**config.mk**
```make
export PLATFORM = sky130hd
export DESIGN_NAME = lane_column_claim_table
export DESIGN_NICKNAME = d
export VERILOG_FILES = /design/src/design/lccl_pkg.sv /design/src/design/lane_column_claim_table.sv
export SDC_FILE = /design/constraint.sdc
export NUM_CORES = 1
export LEC_CHECK = 0
export BUFFER_PORTS_ARGS = -buffer_cell sky130_fd_sc_hd__buf_2
export CORE_MARGIN = 3
export CORE_UTILIZATION = 48
export CTS_BUF_LIST = sky130_fd_sc_hd__clkbuf_8 sky130_fd_sc_hd__clkbuf_16
export DETAILED_ROUTE_END_ITERATION = 8
export PLACE_DENSITY = 0.66
export SYNTH_ARGS = -nofsm -noshare
export SYNTH_HDL_FRONTEND = slang
export SYNTH_SLANG_ARGS = --single-unit
```
**constraint.sdc**
```tcl
create_clock -name clk -period 9.1 [get_ports clk]
set_input_delay 0.91 -clock clk [delete_from_list [all_inputs] [get_ports clk]]
set_output_delay 0.91 -clock clk [all_outputs]
set_load 0.005 [all_outputs]
```
**src/design/lccl_pkg.sv**
```systemverilog
`timescale 1ns / 1ps

package lccl_pkg;

  // Number of worker lanes (1..16)
  localparam int LANES = 4;

  localparam int OPCODE_W    = 2;
  localparam int LANE_W      = 4;
  localparam int COORD_W     = 32;
  localparam int STATUS_W    = 2;
  localparam int CLAIM_CNT_W = 3;
  localparam int COLL_W      = 32;

  // Slot index width; one bit minimum so a single-lane table still indexes
  localparam int SLOT_IDX_W  = (LANES > 1) ? $clog2(LANES) : 1;
  // Width wide enough to hold LANES itself for the bad-lane compare
  localparam int LANE_CMP_W  = LANE_W + 1;
  // Width of the raw popcount over all slots
  localparam int POP_W       = $clog2(LANES + 1);

  localparam logic [CLAIM_CNT_W-1:0] CLAIM_CNT_MAX = {CLAIM_CNT_W{1'b1}};
  localparam logic [COLL_W-1:0]      COLL_MAX      = {COLL_W{1'b1}};

  typedef enum logic [OPCODE_W-1:0] {
    OP_TAKE  = 2'd0,
    OP_DROP  = 2'd1,
    OP_PROBE = 2'd2,
    OP_RSVD  = 2'd3
  } opcode_t;

  typedef enum logic [STATUS_W-1:0] {
    ST_OK        = 2'd0,
    ST_BAD_LANE  = 2'd1,
    ST_BUSY      = 2'd2,
    ST_COLLISION = 2'd3
  } status_t;

endpackage

```
**src/design/lane_column_claim_table.sv**
```systemverilog
`timescale 1ns / 1ps

// Channel  Handshake            Payload
// in_      in_valid/in_stall    in_opcode, in_lane, in_col_x, in_col_z
// out_     out_valid/out_stall  out_status .. out_collision_total (six fields)
//
// One item per cycle sustained while out_stall is low; an input transfer fills the
// input register, and lookup, slot update and result are formed combinationally from
// it into the result register; state changes at that move.
// rst_n is synchronous: clears slot valid bits, collision counter and both valids.
// out_stall holds the result register and backs up into the input register;
// in_stall rises only when both are full and out_stall is high.

module lane_column_claim_table (
  input  logic                               clk,
  input  logic                               rst_n,

  input  logic                               in_valid,
  output logic                               in_stall,
  input  logic [lccl_pkg::OPCODE_W-1:0]      in_opcode,
  input  logic [lccl_pkg::LANE_W-1:0]        in_lane,
  input  logic signed [lccl_pkg::COORD_W-1:0] in_col_x,
  input  logic signed [lccl_pkg::COORD_W-1:0] in_col_z,

  output logic                               out_valid,
  input  logic                               out_stall,
  output logic [lccl_pkg::STATUS_W-1:0]      out_status,
  output logic                               out_granted,
  output logic                               out_coord_held,
  output logic                               out_lane_busy,
  output logic [lccl_pkg::CLAIM_CNT_W-1:0]   out_claim_count,
  output logic [lccl_pkg::COLL_W-1:0]        out_collision_total
);

  localparam int LANES = lccl_pkg::LANES;

  // input register
  logic                                s1_valid_r;
  logic [lccl_pkg::OPCODE_W-1:0]       s1_opcode_r;
  logic [lccl_pkg::LANE_W-1:0]         s1_lane_r;
  logic [lccl_pkg::COORD_W-1:0]        s1_x_r;
  logic [lccl_pkg::COORD_W-1:0]        s1_z_r;

  // table state
  logic [LANES-1:0]                    slot_valid_r;
  logic [LANES-1:0]                    slot_valid_nxt;
  logic [lccl_pkg::COORD_W-1:0]        slot_x_r [LANES];
  logic [lccl_pkg::COORD_W-1:0]        slot_z_r [LANES];
  logic [lccl_pkg::COLL_W-1:0]         coll_cnt_r;
  logic [lccl_pkg::COLL_W-1:0]         coll_cnt_nxt;

  // result register
  logic                                out_valid_r;
  lccl_pkg::status_t                   status_r;
  logic                                granted_r;
  logic                                held_r;
  logic                                busy_r;
  logic [lccl_pkg::CLAIM_CNT_W-1:0]    count_r;
  logic [lccl_pkg::COLL_W-1:0]         coll_out_r;

  logic                                s2_ready;
  logic                                fire;
  logic                                in_xfer;

  lccl_pkg::opcode_t                   op;
  logic                                lane_good;
  logic [lccl_pkg::SLOT_IDX_W-1:0]     idx;
  logic [LANES-1:0]                    lane_1h;
  logic [LANES-1:0]                    match_pre;
  logic [LANES-1:0]                    match_post;
  logic                                held_pre;
  logic                                lane_valid;
  lccl_pkg::status_t                   status_c;
  logic                                grant_c;
  logic                                drop_c;
  logic                                collide_c;
  logic [lccl_pkg::POP_W-1:0]          pop_c;
  logic [lccl_pkg::CLAIM_CNT_W-1:0]    count_c;

  assign s2_ready = !out_valid_r || !out_stall;
  assign fire     = s1_valid_r && s2_ready;
  assign in_stall = s1_valid_r && !s2_ready;
  assign in_xfer  = in_valid && !in_stall;

  always_ff @(posedge clk) begin
    if (!rst_n) begin
      s1_valid_r <= 1'b0;
    end else if (in_xfer) begin
      s1_valid_r <= 1'b1;
    end else if (fire) begin
      s1_valid_r <= 1'b0;
    end
  end

  always_ff @(posedge clk) begin
    if (in_xfer) begin
      s1_opcode_r <= in_opcode;
      s1_lane_r   <= in_lane;
      s1_x_r      <= in_col_x;
      s1_z_r      <= in_col_z;
    end
  end

  // lookup and decision
  always_comb begin
    op        = lccl_pkg::opcode_t'(s1_opcode_r);
    lane_good = ({1'b0, s1_lane_r} < lccl_pkg::LANE_CMP_W'(LANES));
    idx       = s1_lane_r[lccl_pkg::SLOT_IDX_W-1:0];
    lane_1h   = '0;
    if (lane_good) begin
      lane_1h[idx] = 1'b1;
    end
    for (int i = 0; i < LANES; i++) begin
      match_pre[i] = slot_valid_r[i] && (slot_x_r[i] == s1_x_r) &&
                     (slot_z_r[i] == s1_z_r);
    end
    held_pre   = |match_pre;
    lane_valid = |(slot_valid_r & lane_1h);

    status_c  = lccl_pkg::ST_OK;
    grant_c   = 1'b0;
    drop_c    = 1'b0;
    collide_c = 1'b0;
    if (!lane_good) begin
      status_c = lccl_pkg::ST_BAD_LANE;
    end else begin
      unique case (op)
        lccl_pkg::OP_TAKE: begin
          priority if (lane_valid) begin
            status_c = lccl_pkg::ST_BUSY;
          end else if (held_pre) begin
            status_c  = lccl_pkg::ST_COLLISION;
            collide_c = 1'b1;
          end else begin
            grant_c = 1'b1;
          end
        end
        lccl_pkg::OP_DROP: drop_c = 1'b1;
        default: ;
      endcase
    end

    slot_valid_nxt = slot_valid_r;
    if (grant_c) begin
      slot_valid_nxt = slot_valid_r | lane_1h;
    end else if (drop_c) begin
      slot_valid_nxt = slot_valid_r & ~lane_1h;
    end

    // a granted slot now holds this coordinate; a dropped one no longer does
    match_post = (match_pre & slot_valid_nxt) | (grant_c ? lane_1h : '0);

    coll_cnt_nxt = coll_cnt_r;
    if (collide_c && (coll_cnt_r != lccl_pkg::COLL_MAX)) begin
      coll_cnt_nxt = coll_cnt_r + 1'b1;
    end

    pop_c = '0;
    for (int i = 0; i < LANES; i++) begin
      pop_c = pop_c + lccl_pkg::POP_W'(slot_valid_nxt[i]);
    end
    if (32'(pop_c) > 32'(lccl_pkg::CLAIM_CNT_MAX)) begin
      count_c = lccl_pkg::CLAIM_CNT_MAX;
    end else begin
      count_c = lccl_pkg::CLAIM_CNT_W'(pop_c);
    end
  end

  always_ff @(posedge clk) begin
    if (!rst_n) begin
      slot_valid_r <= '0;
      coll_cnt_r   <= '0;
    end else if (fire) begin
      slot_valid_r <= slot_valid_nxt;
      coll_cnt_r   <= coll_cnt_nxt;
    end
  end

  always_ff @(posedge clk) begin
    if (fire && grant_c) begin
      slot_x_r[idx] <= s1_x_r;
      slot_z_r[idx] <= s1_z_r;
    end
  end

  always_ff @(posedge clk) begin
    if (!rst_n) begin
      out_valid_r <= 1'b0;
    end else if (s2_ready) begin
      out_valid_r <= s1_valid_r;
    end
  end

  always_ff @(posedge clk) begin
    if (fire) begin
      status_r   <= status_c;
      granted_r  <= grant_c;
      held_r     <= |match_post;
      busy_r     <= |(slot_valid_nxt & lane_1h);
      count_r    <= count_c;
      coll_out_r <= coll_cnt_nxt;
    end
  end

  assign out_valid           = out_valid_r;
  assign out_status          = status_r;
  assign out_granted         = granted_r;
  assign out_coord_held      = held_r;
  assign out_lane_busy       = busy_r;
  assign out_claim_count     = count_r;
  assign out_collision_total = coll_out_r;

  a_grant_ok: assert property (@(posedge clk) disable iff (!rst_n)
    out_valid_r && granted_r |-> status_r == lccl_pkg::ST_OK && held_r && busy_r)
    else $error("granted take without ok status, held coordinate and busy lane");

  a_bad_lane_idle: assert property (@(posedge clk) disable iff (!rst_n)
    out_valid_r && status_r == lccl_pkg::ST_BAD_LANE |-> !busy_r && !granted_r)
    else $error("bad lane reported busy or granted");

  a_coll_monotonic: assert property (@(posedge clk) disable iff (!rst_n)
    1'b1 |=> coll_cnt_r >= $past(coll_cnt_r))
    else $error("collision counter decreased");

  a_state_frozen: assert property (@(posedge clk) disable iff (!rst_n)
    !fire |=> $stable(slot_valid_r) && $stable(coll_cnt_r))
    else $error("table state changed without a transfer into the result register");

  a_collision_held: assert property (@(posedge clk) disable iff (!rst_n)
    out_valid_r && status_r == lccl_pkg::ST_COLLISION |-> held_r && !granted_r)
    else $error("collision reported for a coordinate not held");

endmodule
```
; ---- Word-level counts from Yosys, hierarchy flattened
; Memory sizes are Yosys's and may differ from the RTL's.
; Index checks and enable logic that the tools add are counted.
[totals]
in_bits = 74
output_inout_bits = 42
mem_count = 2
regBits = 148
ramBits = 256
word_cells = 91
[classes]
n_reduce_logical = 26
eq_ne = 10
mux = 24
magnitude_cmp = 3
bitwise = 7
addsub = 4
[memory_table]
columns = name, depth, word_bits, rd, rd_ports_with_merged_regs, write_ports, line_no
row1 = slot_x_r, 4, 32, 4, 0, 1, lane_column_claim_table.sv:47  ; logic [lccl_pkg::COORD_W-1:0] slot_x_r [LANES];
row2 = slot_z_r, 4, 32, 4, 0, 1, lane_column_claim_table.sv:48  ; logic [lccl_pkg::COORD_W-1:0] slot_z_r [LANES];
[ops]
columns = cell, n
row1 = $eq A32 B32 Y1, 8
row2 = $add A32 B1 Y32 const B, 1
row3 = $mux W32, 1
row4 = $ne A32 B32 Y1 const B, 1
row5 = $and A4 B4 Y4, 4
row6 = $mux W1, 16
row7 = $mux W4, 4
row8 = $reduce_or A4 Y1, 4
row9 = $logic_and A1 B1 Y1, 14
row10 = $or A4 B4 Y4, 2
row11 = $logic_not A1 Y1, 4
row12 = $lt A4 B3 Y1 const B, 1
row13 = $mux W2, 2
row14 = $not A4 Y4, 1
row15 = $add A2 B1 Y3, 1
row16 = $add A3 B1 Y3, 1
row17 = $lt A2 B3 Y1 const B, 1
row18 = $add A1 B1 Y2, 1
row19 = $demux W1 S2, 1
row20 = $eq A2 B1 Y1 const B, 1
row21 = $ge A2 B1 Y1 const B, 1
row22 = $logic_not A2 Y1, 1
row23 = $reduce_and A2 Y1, 1
row24 = $reduce_bool A2 Y1, 1
row25 = $logic_or A1 B1 Y1, 1

; ---- Longest topological paths before layout
[depth]
ltp_word = 14
ltp_mapped = 13
ltp_nobuf = 11

; ---- Least setup slack after synthesis
; OpenSTA, ideal clock, no wires.
[synth_timing]
path_type = flip-flop to flip-flop
startpoint = register s1_z_r[23] in the netlist's numbering
endpoint = memory slot_x_r[0][0] in the netlist's numbering, enable pin
t_arrival_ns = 6.555
synth_period_minus_slack_ns = 7.120
setup_ns = 0.565
path_slack_ns = 1.980
path_stages_with_launch = 11
path_cell_list = edfxtp_1 -> clkbuf_1 -> xnor2_1 -> nand4_1 -> and4b_1 -> nand4_1 -> nor4_1 -> nor4_2 -> nand3_1 -> clkbuf_1 -> nor3_1
[synth_between]
elab_chain_len = 10
elab_cells_between_ends = 16
cone_classes = 4 x eq/ne / 6 x mux / 6 x reduce/logical
[synth_lines]
columns = item, line_no
row1 = from (decl), lane_column_claim_table.sv:42  ; logic [lccl_pkg::COORD_W-1:0] s1_z_r;
row2 = from (signal assigned), lane_column_claim_table.sv:100  ; s1_z_r <= in_col_z;
row3 = $eq A32 B32 Y1, lane_column_claim_table.sv:115  ; (slot_z_r[i] == s1_z_r);
row4 = $logic_and A1 B1 Y1, lane_column_claim_table.sv:114  ; match_pre[i] = slot_valid_r[i] && (slot_x_r[i] == s1_x_r) &&
row5 = $reduce_or A4 Y1 (*), lane_column_claim_table.sv:117  ; held_pre = |match_pre;
row6 = $mux W1 (*), lane_column_claim_table.sv:131  ; end else if (held_pre) begin
row7 = $mux W1 (*), lane_column_claim_table.sv:129  ; priority if (lane_valid) begin
row8 = $mux W1 (*), lane_column_claim_table.sv:127  ; unique case (op)
row9 = $mux W1 (*), lane_column_claim_table.sv:124  ; if (!lane_good) begin
row10 = $logic_and A1 B1 Y1 (*), lane_column_claim_table.sv:180  ; if (fire && grant_c) begin
row11 = $mux W1 (*), lane_column_claim_table.sv:180
row12 = $mux W1 (implied by the code) (*), lane_column_claim_table.sv:181  ; slot_x_r[idx] <= s1_x_r;
row13 = to (decl), lane_column_claim_table.sv:47
; Every way passes the cells marked *; elsewhere a longest branch is shown, timed or not.

; ---- Final worst setup path
[layout_timing]
startpoint = register s1_x_r[14] in the netlist's numbering
endpoint = register count_r, in the netlist out_claim_count[1], data pin
[layout_between]
elab_chain_len = 12
elab_cells_between_ends = 21
cone_classes = 3 x add/sub / 4 x eq/ne / 5 x mux / 9 x reduce/logical
[layout_lines]
columns = item, line_no
row1 = from (decl), lane_column_claim_table.sv:41  ; logic [lccl_pkg::COORD_W-1:0] s1_x_r;
row2 = from (signal assigned), lane_column_claim_table.sv:99  ; s1_x_r <= in_col_x;
row3 = $eq A32 B32 Y1, lane_column_claim_table.sv:114
row4 = $logic_and A1 B1 Y1 (2 in a row), lane_column_claim_table.sv:114
row5 = $reduce_or A4 Y1 (*), lane_column_claim_table.sv:117
row6 = $mux W1 (*), lane_column_claim_table.sv:131
row7 = $mux W1 (*), lane_column_claim_table.sv:129
row8 = $mux W1 (*), lane_column_claim_table.sv:127
row9 = $mux W1 (*), lane_column_claim_table.sv:124
row10 = $mux W4 (*), lane_column_claim_table.sv:144  ; if (grant_c) begin
row11 = via slot_valid_nxt[0], lane_column_claim_table.sv:46  ; logic [LANES-1:0] slot_valid_nxt;
row12 = $add A1 B1 Y2 (*), lane_column_claim_table.sv:160  ; pop_c = pop_c + lccl_pkg::POP_W'(slot_valid_nxt[i]);
row13 = $add A2 B1 Y3 (*), lane_column_claim_table.sv:160
row14 = $add A3 B1 Y3 (*), lane_column_claim_table.sv:160
row15 = "via count_c, one bit", lane_column_claim_table.sv:78  ; logic [lccl_pkg::CLAIM_CNT_W-1:0] count_c;
row16 = to (signal assigned), lane_column_claim_table.sv:200  ; count_r <= count_c;
row17 = to (decl), lane_column_claim_table.sv:58  ; logic [lccl_pkg::CLAIM_CNT_W-1:0] count_r;
; Mark *: on every way through the listed nets, which the timed path passes. The rest lies on a longest branch.
; A chain may end at the register's enable or synchronous reset.

==> flow_summary.html <==
<table>
<tr><th>Metric</th><th>Value</th></tr>
<tr><th colspan="2">Synth</th></tr>
<tr><td>Avg Inst Size Synth</td><td>13.7 µm²</td></tr>
<tr><td>Gate count of the mapped netlist</td><td>1288</td></tr>
<tr><td>Portion of the post-synthesis area used by sequential elements</td><td>66.8%</td></tr>
<tr><td>Area leader, netlist</td><td>sky130_fd_sc_hd__edfxtp_1</td></tr>
<tr><td>Number of distinct library cell variants in the gate-level netlist after synthesis</td><td>47</td></tr>
<tr><td>Synth warnings</td><td>0</td></tr>
<tr><td>Post-Syn Nets</td><td>1366</td></tr>
<tr><td>Top FF cell, synth</td><td>sky130_fd_sc_hd__edfxtp_1</td></tr>
<tr><td>Total of flip-flops plus latches after synthesis</td><td>404</td></tr>
<tr><td>Share of flip-flops with an asynchronous set or reset</td><td>0%</td></tr>
<tr><td>Post-synth EDFFs</td><td>366</td></tr>
<tr><td>Leading cell types by total area after synthesis</td><td>sky130_fd_sc_hd__edfxtp_1 (63%), sky130_fd_sc_hd__xnor2_1 (8.0%), sky130_fd_sc_hd__dfxtp_1 (4.3%)</td></tr>
<tr><td>Total standard cell area after synthesis</td><td>17600 µm²</td></tr>
<tr><td>Area fraction of the dominant cell type after synthesis</td><td>62.5%</td></tr>
<tr><th colspan="2">Detailed routing</th></tr>
<tr><td>Remaining number of nets flagged by the antenna check after routing</td><td>0</td></tr>
<tr><td>Met2 wire length</td><td>20.4 mm</td></tr>
<tr><td>Routed length per placed instance</td><td>24.0 µm</td></tr>
<tr><td>Total Wirelength</td><td>45.9 mm</td></tr>
<tr><td>Met1 wire length</td><td>20.3 mm</td></tr>
<tr><td>Highest metal layer with signal wires</td><td>met4</td></tr>
<tr><td>DRC marker count from the first detailed-route iteration</td><td>1128</td></tr>
<tr><td>Metal3 WL</td><td>3.41 mm</td></tr>
<tr><td>Count of vias placed by the detailed router</td><td>11200</td></tr>
<tr><td>Via-per-instance ratio</td><td>5.86</td></tr>
<tr><td>DRC</td><td>0</td></tr>
<tr><td>Detailed-routing iteration count for the pre-antenna-repair pass</td><td>5</td></tr>
<tr><th colspan="2">Finish</th></tr>
<tr><td>Non-filler instance count after layout</td><td>1911</td></tr>
<tr><td># diodes</td><td>0</td></tr>
<tr><td>Post-route standard cell area excluding fillers</td><td>20000 µm²</td></tr>
<tr><td>Highest-count cells in the layout ignoring fill and taps</td><td>sky130_fd_sc_hd__edfxtp_1 (366), sky130_fd_sc_hd__xnor2_1 (161), sky130_fd_sc_hd__buf_2 (115)</td></tr>
<tr><td>Number of nets in the final layout</td><td>1495</td></tr>
<tr><td>Post-synthesis to final-layout area growth</td><td>13.8%</td></tr>
<tr><td>Most frequent standard cell in the layout excluding fill and tap cells</td><td>sky130_fd_sc_hd__edfxtp_1</td></tr>
<tr><td>Proportion of layout cells with a drive suffix above 1</td><td>13.9%</td></tr>
<tr><th colspan="2">Global routing</th></tr>
<tr><td>Total gr overflow</td><td>0</td></tr>
<tr><td>Number of global-route vias before repair</td><td>10900</td></tr>
<tr><td>Pin count of the biggest net entering global routing</td><td>71</td></tr>
<tr><td>Antenna violations before repair</td><td>0</td></tr>
<tr><td>Global-route wire length before repair</td><td>67.8 mm</td></tr>
<tr><td>Total track usage</td><td>23.6%</td></tr>
<tr><th colspan="2">Timing</th></tr>
<tr><td>Setup repair after global routing missed its margin</td><td>no</td></tr>
<tr><td>Worst slew slack as a fraction of its limit</td><td>17.8%</td></tr>
<tr><td>Least-Margin Pin Slew</td><td>1.20 ns</td></tr>
<tr><td>Setup skew after layout</td><td>0.0161 ns</td></tr>
<tr><td>Final setup vio count</td><td>0</td></tr>
<tr><td>Final Max Slew Viols</td><td>0</td></tr>
<tr><td>Final hold violation count</td><td>0</td></tr>
<tr><td>Fmax</td><td>199 MHz</td></tr>
<tr><td>Fraction of the cycle the final worst path needs</td><td>55.2%</td></tr>
<tr><td>Sum of negative setup slack</td><td>0 ns</td></tr>
<tr><td>Min Tclk post-route</td><td>5.03 ns</td></tr>
<tr><th colspan="2">Clocking</th></tr>
<tr><td>Buffer depth of the longest clock path</td><td>3</td></tr>
<tr><td>Post-CTS Setup Repair Bufs</td><td>0</td></tr>
<tr><td>Num Clock Sinks</td><td>404</td></tr>
<tr><td>Post-CTS Hold Fix Bufs</td><td>0</td></tr>
<tr><td>Clock root buffer master</td><td>sky130_fd_sc_hd__clkbuf_16</td></tr>
<tr><td>Clock insertion delay at the later pin of the skew report</td><td>0.56 ns</td></tr>
<tr><td>CTS Buf Count</td><td>44</td></tr>
<tr><td>Cells resized by post-CTS repair</td><td>0</td></tr>
<tr><td>H-tree depth</td><td>2</td></tr>
<tr><td>CTS tree</td><td>done</td></tr>
<tr><td>Clock-pin slew reported for the worst setup and hold paths after clock tree synthesis</td><td>0.06 ns</td></tr>
<tr><th colspan="2">Hold path</th></tr>
<tr><td>Startpoint of the worst hold path</td><td>coll_cnt_r[31]</td></tr>
<tr><td>Destination of the worst hold path</td><td>coll_cnt_r[31]</td></tr>
<tr><td>Number of cells traversed by the worst hold path</td><td>2</td></tr>
<tr><td>Kind of path behind the tightest hold check</td><td>register to register</td></tr>
<tr><th colspan="2">Critical path</th></tr>
<tr><td>Most used cell, CP</td><td>sky130_fd_sc_hd__ha_1</td></tr>
<tr><td>Critical setup path kind</td><td>register to register</td></tr>
<tr><td>R2R Path End</td><td>out_claim_count[1]</td></tr>
<tr><td>Endpoint kind of the worst setup timing path</td><td>register</td></tr>
<tr><td>Buffers &amp; Inverters on Critical Path</td><td>1</td></tr>
<tr><td>Startpoint of the worst register-to-register path</td><td>s1_x_r[14]</td></tr>
<tr><td>Biggest fanout along the worst timing path</td><td>18</td></tr>
<tr><td>Cell class contributing the biggest share of worst-path delay</td><td>simple AND/OR/NAND/NOR gates</td></tr>
<tr><td>Endpoint required time on the critical path</td><td>9.41 ns</td></tr>
<tr><td>Cell with the largest stage delay on the worst path</td><td>sky130_fd_sc_hd__a2111oi_0</td></tr>
<tr><td>CP Cell Sequence</td><td>nor2b_1 &gt; a2111oi_0 &gt; and4b_1 &gt; nand4_1 &gt; nor4_1 &gt; nor4_2 &gt; buf_4 &gt; nand3_1 &gt; o21ai_0 &gt; fa_1 &gt; ha_1 &gt; ha_1</td></tr>
<tr><td>Data arrival time at the worst-slack endpoint</td><td>5.33 ns</td></tr>
<tr><td>Register-to-register path setup slack</td><td>4.07 ns</td></tr>
<tr><td>Startpoint kind of the worst setup timing path</td><td>register</td></tr>
<tr><td>Number of cells on the worst reg-to-reg path</td><td>12</td></tr>
<tr><td>Largest stage delay on the critical path</td><td>1.05 ns</td></tr>
<tr><th colspan="2">Floorplan</th></tr>
<tr><td>Die width</td><td>197 µm</td></tr>
<tr><td>Overall die area</td><td>39000 µm²</td></tr>
<tr><td>Die span in y</td><td>197 µm</td></tr>
<tr><td>Core area</td><td>35800 µm²</td></tr>
<tr><td>I/O pin cnt</td><td>116</td></tr>
<tr><td>Number of core rows</td><td>69</td></tr>
<tr><td>Initial Util</td><td>49.1%</td></tr>
<tr><th colspan="2">Power and ir drop</th></tr>
<tr><td>VDD IR max</td><td>0.161 mV</td></tr>
<tr><td>Static power due to leakage</td><td>6.63 nW</td></tr>
<tr><td>Pwr per Cell Area</td><td>196 nW/µm²</td></tr>
<tr><td>Power consumption</td><td>3.92 mW</td></tr>
<tr><th colspan="2">Run</th></tr>
<tr><td>Number of max-cap violations</td><td>0</td></tr>
<tr><th colspan="2">Placed design</th></tr>
<tr><td>Total of buffers placed on input and output ports</td><td>115</td></tr>
<tr><td>Total cell area at the placement stage</td><td>18700 µm²</td></tr>
<tr><td>Final Wtd Congestion</td><td>1.01</td></tr>
<tr><td>Dpl hpwl</td><td>32.1 mm</td></tr>
<tr><td>Number of instances in the placed design</td><td>1832</td></tr>
<tr><th colspan="2">Status</th></tr>
<tr><td>Status</td><td>finished clean</td></tr>
</table>
[area by class of cell]
type	instances	area [µm²]
inverter	45	169
tap	461	577
clock buffer	44	1100
fill	2916	15800
clock inverter	35	220
sequential	404	11800
timing repair buffer	126	658
multi-input combinational	796	5530
[cell families after synthesis]
group | share of synthesized area (%)
adders and majority gates | 0.327
xor gates and xnor gates | 11.3
DFF | 66.8
AOI/OAI and AO/OA | 4.40
and+or+nand+nor | 14.5
muxes | 0.804
buffers and inverters | 1.94
[per-layer routing]
layer | vias to the layer above | track usage (%)
met2 | 462 | 35.6
met3 | 104 | 4.61
met4 | 0 | 9.85
met1 | 5504 | 33.7
met5 | - | 0
li1 | 5123 | -
[through the flow]
stage / hold WS (ns) / setup WS [ns] / utilization, %
global route: 0.497 / 4.04 / 55.9
CTS: 0.466 / 4.22 / 55.9
finish: 0.463 / 4.07 / 55.9
global placement: 0.444 / 4.32 / 52.2
floorplan: 0.435 / 1.98 / -
detailed placement: 0.457 / 4.23 / 52.2
[sequential cells by signal, indices dropped and copies added (netlist names)]
name,cells
s1_lane_r,4
op,2
slot_x_r,128
slot_valid_r,4
coll_cnt_r,32
s1_valid_r,1
out_coord_held,1
out_status,2
out_valid,1
s1_x_r,32
out_claim_count,3
out_lane_busy,1
out_collision_total,32
slot_z_r,128
s1_z_r,32
out_granted,1
[tightest hold or removal path, delay by kind of cell, from the launching register on]
family	cells	cell delay, ns
muxes	1	0.05
and+or+nand+nor	1	0.05
DFF	1	0.31
[report_power, final]
| group | leakage, nW | internal (mW) | switching [mW] |
|---|---|---|---|
| clock network | 0.697 | 0.935 | 0.707 |
| registers | 3.65 | 2.06 | 0.0579 |
| logic | 2.28 | 0.0645 | 0.103 |
[cells in the mapped netlist, drive strengths merged (4+ instances only)]
library cell,instances
a21oi,9
and4,6
buf,8
clkbuf,35
dfxtp,38
edfxtp,366
inv,45
mux2i,13
nand2,54
nand2b,105
nand3,32
nand4,88
nor2,50
nor2b,6
nor3,29
nor4,46
o2111ai,14
o211ai,4
o21ai,17
o22ai,13
o311ai,13
o31ai,7
o41ai,17
or3,5
or4,10
xnor2,161
xor2,65
[worst max-delay path by stage]
stage,start,to,slack [ns],cells past startpoint
after detailed placement,s1_x_r[14],out_claim_count[1],4.23,12
after CTS,s1_x_r[14],out_claim_count[1],4.22,12
after global routing,s1_x_r[14],out_claim_count[1],4.04,12
after floorplan,s1_z_r[23],slot_x_r[0][0],1.98,10
after global placement,s1_x_r[14],out_claim_count[1],4.32,12
final,s1_x_r[14],out_claim_count[1],4.07,12
Power figures use the tool's default switching activity.
